### src/sv/clsr_pkg.sv
// ----------------------------------------------------------------------------
// clsr_pkg
// Constants, state codes and helpers for the combined LCG shuffle generator.
// ----------------------------------------------------------------------------
package clsr_pkg;

  localparam int TABLE_DEPTH = 32;
  localparam int SLOT_W      = $clog2(TABLE_DEPTH);
  localparam int WARM_STEPS  = TABLE_DEPTH + 8;
  localparam int CNT_W       = $clog2(WARM_STEPS);

  localparam int VAL_W  = 31;
  localparam int MUL_W  = 16;
  localparam int PROD_W = VAL_W + MUL_W;
  localparam int FOLD_W = 8;

  localparam logic [VAL_W-1:0]  MOD_A       = 31'd2147483563;
  localparam logic [VAL_W-1:0]  MOD_B       = 31'd2147483399;
  localparam logic [MUL_W-1:0]  MUL_A       = 16'd40014;
  localparam logic [MUL_W-1:0]  MUL_B       = 16'd40692;
  localparam logic [FOLD_W-1:0] FOLD_A      = 8'd85;
  localparam logic [FOLD_W-1:0] FOLD_B      = 8'd249;
  localparam logic [VAL_W-1:0]  SECOND_SEED = 31'd123456789;
  localparam logic [VAL_W-1:0]  TOP_VALUE   = 31'd2147483562;

  localparam logic REQ_DRAW = 1'b0;
  localparam logic REQ_SEED = 1'b1;

  localparam longint SLOT_DIV = 64'd1 + 64'd2147483562 / TABLE_DEPTH;

  typedef enum logic [2:0] {
    ST_IDLE,
    ST_W_MUL,
    ST_W_RED,
    ST_A_MUL,
    ST_A_RED,
    ST_B_MUL,
    ST_B_RED,
    ST_OUT
  } state_t;

  function automatic logic [SLOT_W-1:0] slot_of(input logic [VAL_W-1:0] v);
    logic [SLOT_W-1:0] s;
    s = '0;
    for (int k = 1; k < TABLE_DEPTH; k++) begin
      if (longint'(v) >= longint'(k) * SLOT_DIV) begin
        s = SLOT_W'(k);
      end
    end
    return s;
  endfunction

endpackage

### src/sv/combined_lcg_shuffle_rng_unit.sv
// ----------------------------------------------------------------------------
// combined_lcg_shuffle_rng_unit
// Two multiplicative congruential generators combined through a shuffle table.
// ----------------------------------------------------------------------------
// Usage:
//   Input stream (s_axis): tuser[0] is the request kind, 0 draws the next
//   deviate, 1 reseeds from tdata[30:0] (zero taken as one), warms up and
//   then draws. Output stream (m_axis): tdata[30:0] carries one deviate in
//   1..2147483562 per request; the uniform value is deviate / 2147483563.
//   One multiplier and one fold-and-subtract reducer are shared by both
//   generators; each modular step has a multiply state and a reduce state.
//   A draw steps the main generator, then the second, then combines them
//   in the output step. A reseed first runs 40 warm-up steps of the main
//   generator, the last 32 of which fill the shuffle table.
//   s_axis_tready is high only while no request is in work.
//   The output register holds a result until taken; the next request may
//   be accepted meanwhile, and its finish step waits while the previous
//   result is still unread.
//   Reset: main state 1, second state 123456789, shuffle table all zero,
//   slot 0, no result pending.
// ----------------------------------------------------------------------------
module combined_lcg_shuffle_rng_unit (
  input  logic        clk,
  input  logic        rst,
  input  logic        s_axis_tvalid,
  output logic        s_axis_tready,
  input  logic [31:0] s_axis_tdata,   // [30:0] seed, [31] zero
  input  logic [0:0]  s_axis_tuser,   // [0] req_type
  output logic        m_axis_tvalid,
  input  logic        m_axis_tready,
  output logic [31:0] m_axis_tdata    // [30:0] deviate, [31] zero
);

  clsr_pkg::state_t state;
  clsr_pkg::state_t state_next;

  logic [clsr_pkg::VAL_W-1:0]  main_state;
  logic [clsr_pkg::VAL_W-1:0]  second_state;
  logic [clsr_pkg::SLOT_W-1:0] slot;
  logic [clsr_pkg::CNT_W-1:0]  cnt;
  logic [clsr_pkg::VAL_W-1:0]  shuffle_table [clsr_pkg::TABLE_DEPTH];
  logic [clsr_pkg::PROD_W-1:0] prod;

  logic                         in_fire;
  logic                         out_free;
  logic [clsr_pkg::VAL_W-1:0]   mul_op;
  logic [clsr_pkg::MUL_W-1:0]   mul_k;
  logic [clsr_pkg::VAL_W-1:0]   red_mod;
  logic [clsr_pkg::FOLD_W-1:0]  red_fold;
  logic [clsr_pkg::VAL_W:0]     red_sum;
  logic [clsr_pkg::VAL_W-1:0]   red;
  logic [clsr_pkg::VAL_W-1:0]   seed_v;
  logic [clsr_pkg::VAL_W:0]     diff;
  logic [clsr_pkg::VAL_W:0]     diff_adj;
  logic [clsr_pkg::VAL_W-1:0]   y;

  assign in_fire  = s_axis_tvalid && s_axis_tready;
  assign out_free = !m_axis_tvalid || m_axis_tready;
  assign seed_v   = (s_axis_tdata[30:0] == '0) ? 31'd1 : s_axis_tdata[30:0];

  // shared multiplier operand select
  always_comb begin
    mul_op = main_state;
    mul_k  = clsr_pkg::MUL_A;
    if (state == clsr_pkg::ST_B_MUL) begin
      mul_op = second_state;
      mul_k  = clsr_pkg::MUL_B;
    end
  end

  // shared reducer: fold the bits above 2^31, then one conditional subtract
  always_comb begin
    red_mod  = clsr_pkg::MOD_A;
    red_fold = clsr_pkg::FOLD_A;
    if (state == clsr_pkg::ST_B_RED) begin
      red_mod  = clsr_pkg::MOD_B;
      red_fold = clsr_pkg::FOLD_B;
    end
    red_sum = {1'b0, prod[clsr_pkg::VAL_W-1:0]}
            + 32'(prod[clsr_pkg::PROD_W-1:clsr_pkg::VAL_W] * red_fold);
    if (red_sum >= {1'b0, red_mod}) begin
      red = 31'(red_sum - {1'b0, red_mod});
    end else begin
      red = red_sum[clsr_pkg::VAL_W-1:0];
    end
  end

  // combine with the shuffled entry
  always_comb begin
    diff     = {1'b0, shuffle_table[slot]} - {1'b0, second_state};
    diff_adj = diff + {1'b0, clsr_pkg::TOP_VALUE};
    if (diff[clsr_pkg::VAL_W] || diff == '0) begin
      y = diff_adj[clsr_pkg::VAL_W-1:0];
    end else begin
      y = diff[clsr_pkg::VAL_W-1:0];
    end
  end

  always_ff @(posedge clk) begin
    if (rst) begin
      state <= clsr_pkg::ST_IDLE;
    end else begin
      state <= state_next;
    end
  end

  always_comb begin
    state_next    = state;
    s_axis_tready = 1'b0;
    unique case (state)
      clsr_pkg::ST_IDLE: begin
        s_axis_tready = 1'b1;
        if (s_axis_tvalid) begin
          state_next = (s_axis_tuser[0] == clsr_pkg::REQ_SEED) ? clsr_pkg::ST_W_MUL
                                                              : clsr_pkg::ST_A_MUL;
        end
      end
      clsr_pkg::ST_W_MUL: state_next = clsr_pkg::ST_W_RED;
      clsr_pkg::ST_W_RED: begin
        state_next = (cnt == '0) ? clsr_pkg::ST_A_MUL : clsr_pkg::ST_W_MUL;
      end
      clsr_pkg::ST_A_MUL: state_next = clsr_pkg::ST_A_RED;
      clsr_pkg::ST_A_RED: state_next = clsr_pkg::ST_B_MUL;
      clsr_pkg::ST_B_MUL: state_next = clsr_pkg::ST_B_RED;
      clsr_pkg::ST_B_RED: state_next = clsr_pkg::ST_OUT;
      clsr_pkg::ST_OUT: begin
        if (out_free) begin
          state_next = clsr_pkg::ST_IDLE;
        end
      end
      default: state_next = clsr_pkg::ST_IDLE;
    endcase
  end

  always_ff @(posedge clk) begin
    prod <= mul_op * mul_k;
  end

  always_ff @(posedge clk) begin
    if (rst) begin
      main_state    <= 31'd1;
      second_state  <= clsr_pkg::SECOND_SEED;
      slot          <= '0;
      cnt           <= '0;
      m_axis_tvalid <= 1'b0;
      m_axis_tdata  <= '0;
      for (int i = 0; i < clsr_pkg::TABLE_DEPTH; i++) begin
        shuffle_table[clsr_pkg::SLOT_W'(i)] <= '0;
      end
    end else begin
      if (state == clsr_pkg::ST_OUT && out_free) begin
        m_axis_tvalid <= 1'b1;
      end else if (m_axis_tvalid && m_axis_tready) begin
        m_axis_tvalid <= 1'b0;
      end
      unique case (state)
        clsr_pkg::ST_IDLE: begin
          if (in_fire && (s_axis_tuser[0] == clsr_pkg::REQ_SEED)) begin
            main_state   <= seed_v;
            second_state <= seed_v;
            cnt          <= clsr_pkg::CNT_W'(clsr_pkg::WARM_STEPS - 1);
          end
        end
        clsr_pkg::ST_W_RED: begin
          main_state <= red;
          if (cnt < clsr_pkg::CNT_W'(clsr_pkg::TABLE_DEPTH)) begin
            shuffle_table[cnt[clsr_pkg::SLOT_W-1:0]] <= red;
          end
          if (cnt == '0) begin
            slot <= clsr_pkg::slot_of(red);
          end else begin
            cnt <= cnt - 1'b1;
          end
        end
        clsr_pkg::ST_A_RED: main_state <= red;
        clsr_pkg::ST_B_RED: second_state <= red;
        clsr_pkg::ST_OUT: begin
          if (out_free) begin
            shuffle_table[slot] <= main_state;
            slot                <= clsr_pkg::slot_of(y);
            m_axis_tdata        <= {1'b0, y};
          end
        end
        default: begin
        end
      endcase
    end
  end

  a_busy_after_accept: assert property (@(posedge clk) disable iff (rst)
    in_fire |=> !s_axis_tready)
    else $error("ready while a request is in work");

  a_deviate_range: assert property (@(posedge clk) disable iff (rst)
    m_axis_tvalid |-> (m_axis_tdata[30:0] != '0) &&
                      (m_axis_tdata[30:0] <= clsr_pkg::TOP_VALUE) &&
                      !m_axis_tdata[31])
    else $error("deviate out of range");

  a_main_reduced: assert property (@(posedge clk) disable iff (rst)
    (state == clsr_pkg::ST_B_MUL) |-> (main_state < clsr_pkg::MOD_A))
    else $error("main state not reduced");

  a_second_reduced: assert property (@(posedge clk) disable iff (rst)
    (state == clsr_pkg::ST_OUT) |-> (second_state < clsr_pkg::MOD_B))
    else $error("second state not reduced");

endmodule
### config.mk
export PLATFORM = sky130hd
export DESIGN_NAME = combined_lcg_shuffle_rng_unit
export DESIGN_NICKNAME = d
export VERILOG_FILES = /design/src/sv/clsr_pkg.sv /design/src/sv/combined_lcg_shuffle_rng_unit.sv
export SDC_FILE = /design/constraint.sdc
export NUM_CORES = 2
export LEC_CHECK = 0
export ABC_AREA = 1
export BUFFER_PORTS_ARGS = -buffer_cell sky130_fd_sc_hd__buf_2
export CELL_PAD_IN_SITES_DETAIL_PLACEMENT = 1
export CELL_PAD_IN_SITES_GLOBAL_PLACEMENT = 2
export CORE_UTILIZATION = 37
export CTS_CLUSTER_DIAMETER = 40
export DETAILED_ROUTE_END_ITERATION = 7
export GPL_ROUTABILITY_DRIVEN = 0
export PLACE_DENSITY_LB_ADDON = 0.1
export SLEW_MARGIN = 30
export SYNTH_ARGS = -nofsm -noshare
export SYNTH_HDL_FRONTEND = slang
export SYNTH_SLANG_ARGS = --single-unit
### constraint.sdc
create_clock -name clk -period 8.35 [get_ports clk]
set_input_delay 0.4175 -clock clk [delete_from_list [all_inputs] [get_ports clk]]
set_output_delay 0.4175 -clock clk [all_outputs]
set_load 0.01 [all_outputs]
# After elaboration in Yosys (flattened, before gate mapping)
# Memories as Yosys holds them, arrays and structs flattened. A register that Yosys moved wholly into a read port is not among the register bits.
# Cells that the tools add are included.
[word_totals] n_memories=1 word_cells=221 latchBits=0 mem_bits_ro=0 input_bits=37 mem_bits_rw=992 out_inout_bits=34 regBits=155
[classes] magnitude_cmp=64 shifts=0 addsub=5 n_div=0 n_reduce_logical=25 n_mux=104 bitwise_logic=0 n_eq_ne=12 n_mul=2
[memory_table] name="shuffle_table" depth=32 width=31 read_ports=1 rd_ports_with_merged_regs=1 wr=32 line_no="combined_lcg_shuffle_rng_unit.sv:41" rtl="logic [clsr_pkg::VAL_W-1:0] shuffle_table [clsr_pkg::TABLE_DEPTH];"
[ops] operator="$ge 31x31->1 const B" n=30
[ops] operator="$ge 31x30->1 const B" n=16
[ops] operator="$mux 5" n=66
[ops] operator="$ge 31x29->1 const B" n=8
[ops] operator="$mux 31" n=7
[ops] operator="$ge 31x28->1 const B" n=4
[ops] operator="$pmux 31 s2" n=2
[ops] operator="$ge 31x26->1 const B" n=2
[ops] operator="$ge 31x27->1 const B" n=2
[ops] operator="$reduce_or 31->1" n=2
[ops] operator="$mul 31x16->47" n=1
[ops] operator="$add 31x24->32" n=1
[ops] operator="$ge 32x31->1" n=1
[ops] operator="$logic_not 32->1" n=1
[ops] operator="$sub 31x31->32" n=1
[ops] operator="$add 31x31->31 const B" n=1
[ops] operator="$logic_not 31->1" n=1
[ops] operator="$sub 31x31->31" n=1
[ops] operator="$mul 16x8->24" n=1
[ops] operator="$pmux 3 s8" n=1
[ops] operator="$mux 1" n=17
[ops] operator="$mux 8" n=2
[ops] operator="$eq 3x3->1 const B" n=4
[ops] operator="$mux 6" n=2
[ops] operator="other kinds (19)" n=38

# Logic depth before layout (Yosys ltp)
[depth] depth_word=42 ltp_mapped=76

# Worst setup path after synthesis
# OpenSTA, ideal clock, no wires.
[synth_path] kind="register to register" from="reg state[1]" to="reg prod[45] in the netlist's numbering" t_required_ns=8.223 slack_ns=0.075 setup_ns=0.127 path_stages_with_launch=45 path_buffers=1 arrival_ns=8.148 path_cell_list="dfxtp_1 inv_1 nand2_1 nor2_1 clkinv_1 clkbuf_1 o21ai_0 inv_1 fa_1 inv_1 fa_1 inv_1 fa_1 inv_1 fa_1 fa_1 fa_1 ha_1 [... 9 more ...] nand2_1 a21oi_1 o21bai_1 a21oi_1 o21bai_1 a21oi_1 inv_1 a21oi_1 inv_1 nand3_1 o21bai_1 nand3_1 o21bai_1 nand3_1 nand2_1 nand3_1 o21ai_0 xor2_1"
[synth_between] elab_chain_cells=3 elab_cells_between_ends=4 classes_between="mul (1); eq/ne (1); mux (2)"
[synth_lines] item="from (decl)" line_no="combined_lcg_shuffle_rng_unit.sv:34" rtl="clsr_pkg::state_t state;"
[synth_lines] item="from (signal assigned)" line_no="combined_lcg_shuffle_rng_unit.sv:101" rtl="state <= clsr_pkg::ST_IDLE;"
[synth_lines] item="from (signal assigned)" line_no="combined_lcg_shuffle_rng_unit.sv:103" rtl="state <= state_next;"
[synth_lines] item="$eq 3x3->1 (*)" line_no="combined_lcg_shuffle_rng_unit.sv:65" rtl="if (state == clsr_pkg::ST_B_MUL) begin"
[synth_lines] item="$mux 31 / $mux 10 (equally long branches)" line_no="combined_lcg_shuffle_rng_unit.sv:65"
[synth_lines] item="$mul 31x16->47 (*)" line_no="combined_lcg_shuffle_rng_unit.sv:136" rtl="prod <= mul_op * mul_k;"
[synth_lines] item="to (signal assigned)" line_no="combined_lcg_shuffle_rng_unit.sv:136"
[synth_lines] item="to (decl)" line_no="combined_lcg_shuffle_rng_unit.sv:42" rtl="logic [clsr_pkg::PROD_W-1:0] prod;"
# Mark *: on every way between the ends. The rest lies on a longest branch, timed or not.
# A chain may end at the register's enable or synchronous reset.

# Final worst setup path
# Ends and elaborated chain as after synthesis.

==> results.md <==
| Stage | Result | Reported |
|:---|:---|:---|
| run status | Status | completed |
| sta | Post-route clock period utilization | 0.966 |
| floorplanning | Die ar. | 200000 um2 |
| worst setup path | Cell family with the largest share of critical-path delay | adder cells |
| detailed routing | Post-detailed-route count of antenna-violating nets | 0 |
| sta | Final hold violation count | 0 |
| logic synthesis | Avg Synthesized Cell Area | 8.72 um2 |
| layout | Synth-to-Final Area Change | 24.9% |
| layout | Post-Layout Inst Area | 91600 um2 |
| floorplanning | Std cell rows | 163 |
| worst setup path | Critical path class | reg2reg |
| logic synthesis | Total number of yosys warnings | 0 |
| logic synthesis | FF+latch count, synth | 1151 |
| clocking | Number of buffers created by CTS | 200 |
| layout | Layout cells sized above 1 | 0.193 |
| logic synthesis | Netlist Area Pre-Place | 73400 um2 |
| logic synthesis | Number of instances in the synthesized netlist | 8417 |
| floorplanning | Core region area | 197000 um2 |
| floorplanning | Starting Density | 0.372 |
| worst setup path | Critical path data arrival time | 8810 ps |
| sta | Setup TNS | 0 ps |
| worst setup path | Buffers plus inverters on the worst setup path | 12 |
| clocking | Count of H-tree levels built during CTS | 4 |
| sta | Final period demand of the worst path | 8070 ps |
| sta | Final slew viol count | 0 |
| floorplanning | Die Ht | 447 um |
| placed design | Half-perimeter wire length of the detailed placement result | 211000 um |
| logic synthesis | Most frequent cell after synthesis | nor2_1 |
| detailed routing | Via count | 64.2k |
| layout | Filler-free cell count of the finished design | 11.8k |
| sta | Unrepaired setup endpoints after global routing | true |
| detailed routing | WL final | 302000 um |
| detailed routing | Violation count after the first detailed-route iteration | 4886 |
| clocking | Clock-pin transition on the worst setup and hold timing paths | 50 ps |
| logic synthesis | Number of enable flip-flop cells after synthesis | 992 |
| detailed routing | DR WL/cell | 25.6 um |
| grt | Via count of the first global-routing pass | 66.2k |
| grt | First-pass GRT wire length | 438000 um |
| placed design | Placed Instance Area | 81400 um2 |
| worst hold path | Hold Path Class | in2reg |
| detailed routing | DRC errors left | 0 |
| sta | Final worst clock skew | 82.9 ps |
| detailed routing | Via density per instance | 5.43 |
| layout | Post-layout nets | 9685 |
| grt | Initial antenna violation count | 7 |
| clocking | Number of clock sinks | 1151 |
| worst setup path | Worst-path cell with the longest stage delay | fa_1 |
| floorplanning | Chip Width | 447 um |
| worst setup path | Crit path largest cell delay | 560 ps |
| sta | Actual transition at the worst max-transition pin | 1140 ps |
| sta | Worst rel slew slack | 0.231 |
| sta | Number of setup violations in the final report | 0 |
| placed design | Cell Count Post-Placement | 11.3k |
| logic synthesis | Leading post-synthesis cells by instance count | nor2_1 (1891), nand2_1 (1248), inv_1 (1000) |
| logic synthesis | Share of synthesized flip-flops with an asynchronous set or reset | 0 |
| logic synthesis | Portion of the post-synthesis area used by sequential elements | 0.449 |
| worst setup path | Crit start category | register |
| worst setup path | Critical Path End Type | register |
| logic synthesis | Cell taking the most area after synthesis | edfxtp_1 |
| grt | GRT Total Usage | 0.298 |
| worst setup path | Worst Path Max Fanout | 6 |
| worst setup path | Crit path required time | 9090 ps |
| grt | Overflow after GRT | 0 |
| sta | Fin worst setup slack | 285 ps |
| flow run | Max capacitance violation total | 0 |
| logic synthesis | Dominant cells by area after synthesis | edfxtp_1 (41%), fa_1 (10%), nor2_1 (9.7%), nand2_1 (6.4%), inv_1 (5.1%) |
| logic synthesis | Unique masters post-synth | 65 |
| logic synthesis | Post-Syn Nets | 9112 |
| placed design | Worst slack, placed | -240 ps |
| worst setup path | Most used cell, CP | inv_1 |
| clocking | CTS tree | built |
| placed design | Port-buffer cells | 68 |
| grt | Maximum number of pins on one net before global-route repair | 121 |
| sta | Timing-limited maximum frequency | 0.124 GHz |
| floorplanning | Num ports | 71 |
| clocking | Clock tree buffer depth | 3 |
| detailed routing | Router iterations before antenna repair | 5 |
| clocking | Clock latency on the worst-skew pair | 890 ps |
| logic synthesis | Top cell type's share of synthesized area | 0.406 |
| clocking | Clock root buffer | clkbuf_16 |
| logic synthesis | Top flip-flop cell by instance count after synthesis | edfxtp_1 |
-- sequential cells by signal, indices dropped and copies added (netlist names), named ones only --
| signal | count |
|---|---|
| shuffle_table | 992 |
| prod | 46 |
| m_axis_tdata | 31 |
| main_state | 31 |
| second_state | 31 |
| cnt | 6 |
| slot | 5 |
| state | 3 |
| m_axis_tvalid | 1 |
-- kinds of logic after synthesis --
kind of cell             after synthesis  share of synthesized area
buffers and inverters               1529                     0.0794
AND/OR/NAND/NOR                     3643                      0.201
flip-flops                          1151                      0.449
XOR/XNOR                              81                    0.00967
AO/OA/AOI/OAI                       1351                      0.110
adder cells (fa/ha/maj)              658                      0.150
multiplexers                           2                   0.000273
other                                  2                   0.000102
-- layout make-up --
class                           instances  area (um2)
Clock buffer                          220        5190
Timing Repair Buffer                  850        7130
Inverter                             1047        3980
Antenna cell                            3        7.51
Clock inverter                        160        2120
Tap cell                             2640        3300
Fill cell                           22600      106000
Multi-Input combinational cell       5740       36900
Sequential cell                      1151       33000
-- worst paths after layout --
kind / from / endpoint / slack (ps) / cells after the start
max: state[1] / prod[45] / 280 / 45
min: s_axis_tdata[0] / second_state[0] / 50 / 4
max reg2reg: state[1] / prod[45] / 280 / 45
min reg2reg: main_state[1] / main_state[1] / 480 / 2
-- per-stage QoR --
stage / hold slack, ps / utilization
after floorplan: 445 / -
after global placement: 459 / 0.410
after detailed placement: 466 / 0.413
after CTS: 15.9 / 0.452
after global routing: 63.8 / 0.465
final: 53.5 / 0.465
-- worst reg2reg max path: cells and delay by family (launching register included) --
family	cells	cell delay, ps
adders and majority gates	7	3260
buffers and inverters	12	1170
xor gates and xnor gates	1	140
and+or+nand+nor	12	1430
DFF	1	330
AOI/OAI and AO/OA	13	1630
-- metal layers --
| metal | track usage | up-vias | wire length [um] |
|---|---|---|---|
| met5 | 0 | - | 0 |
| met4 | 0.102 | 0 | 11400 |
| met3 | 0.0436 | 430 | 18400 |
| met2 | 0.478 | 1871 | 140000 |
| met1 | 0.410 | 32900 | 133000 |
| li1 | - | 29000 | - |
-- what timing repair did --
| item | in CTS | in global routing |
|---|---|---|
| gates resized for setup | 29 | 481 |
| cloned | 1 | 8 |
| endpoints found under the hold margin | 31 | 0 |
| setup buffers | 9 | 66 |
| pin swaps | 4 | 241 |
| endpoints found under the setup margin | 11 | 20 |
| hold buffers | 26 | 0 |
-- cells in the final DEF, fill, tap and decap left out, types with 153 or more instances in the layout --
cell type / netlist / final
inv_1: 1000 / 943
nor2_1: 1891 / 1822
ha_1: 289 / 254
edfxtp_1: 992 / 992
buf_4: 2 / 685
o21ai_0: 696 / 657
clkbuf_16: 0 / 207
nand3_1: 250 / 228
nand2_1: 1248 / 1129
a21oi_1: 179 / 159
dfxtp_1: 159 / 153
fa_1: 369 / 361
o221ai_1: 192 / 192
Power is not shown: default switching activity piles up to over one toggle a cycle in this logic, so the estimate is an artifact.
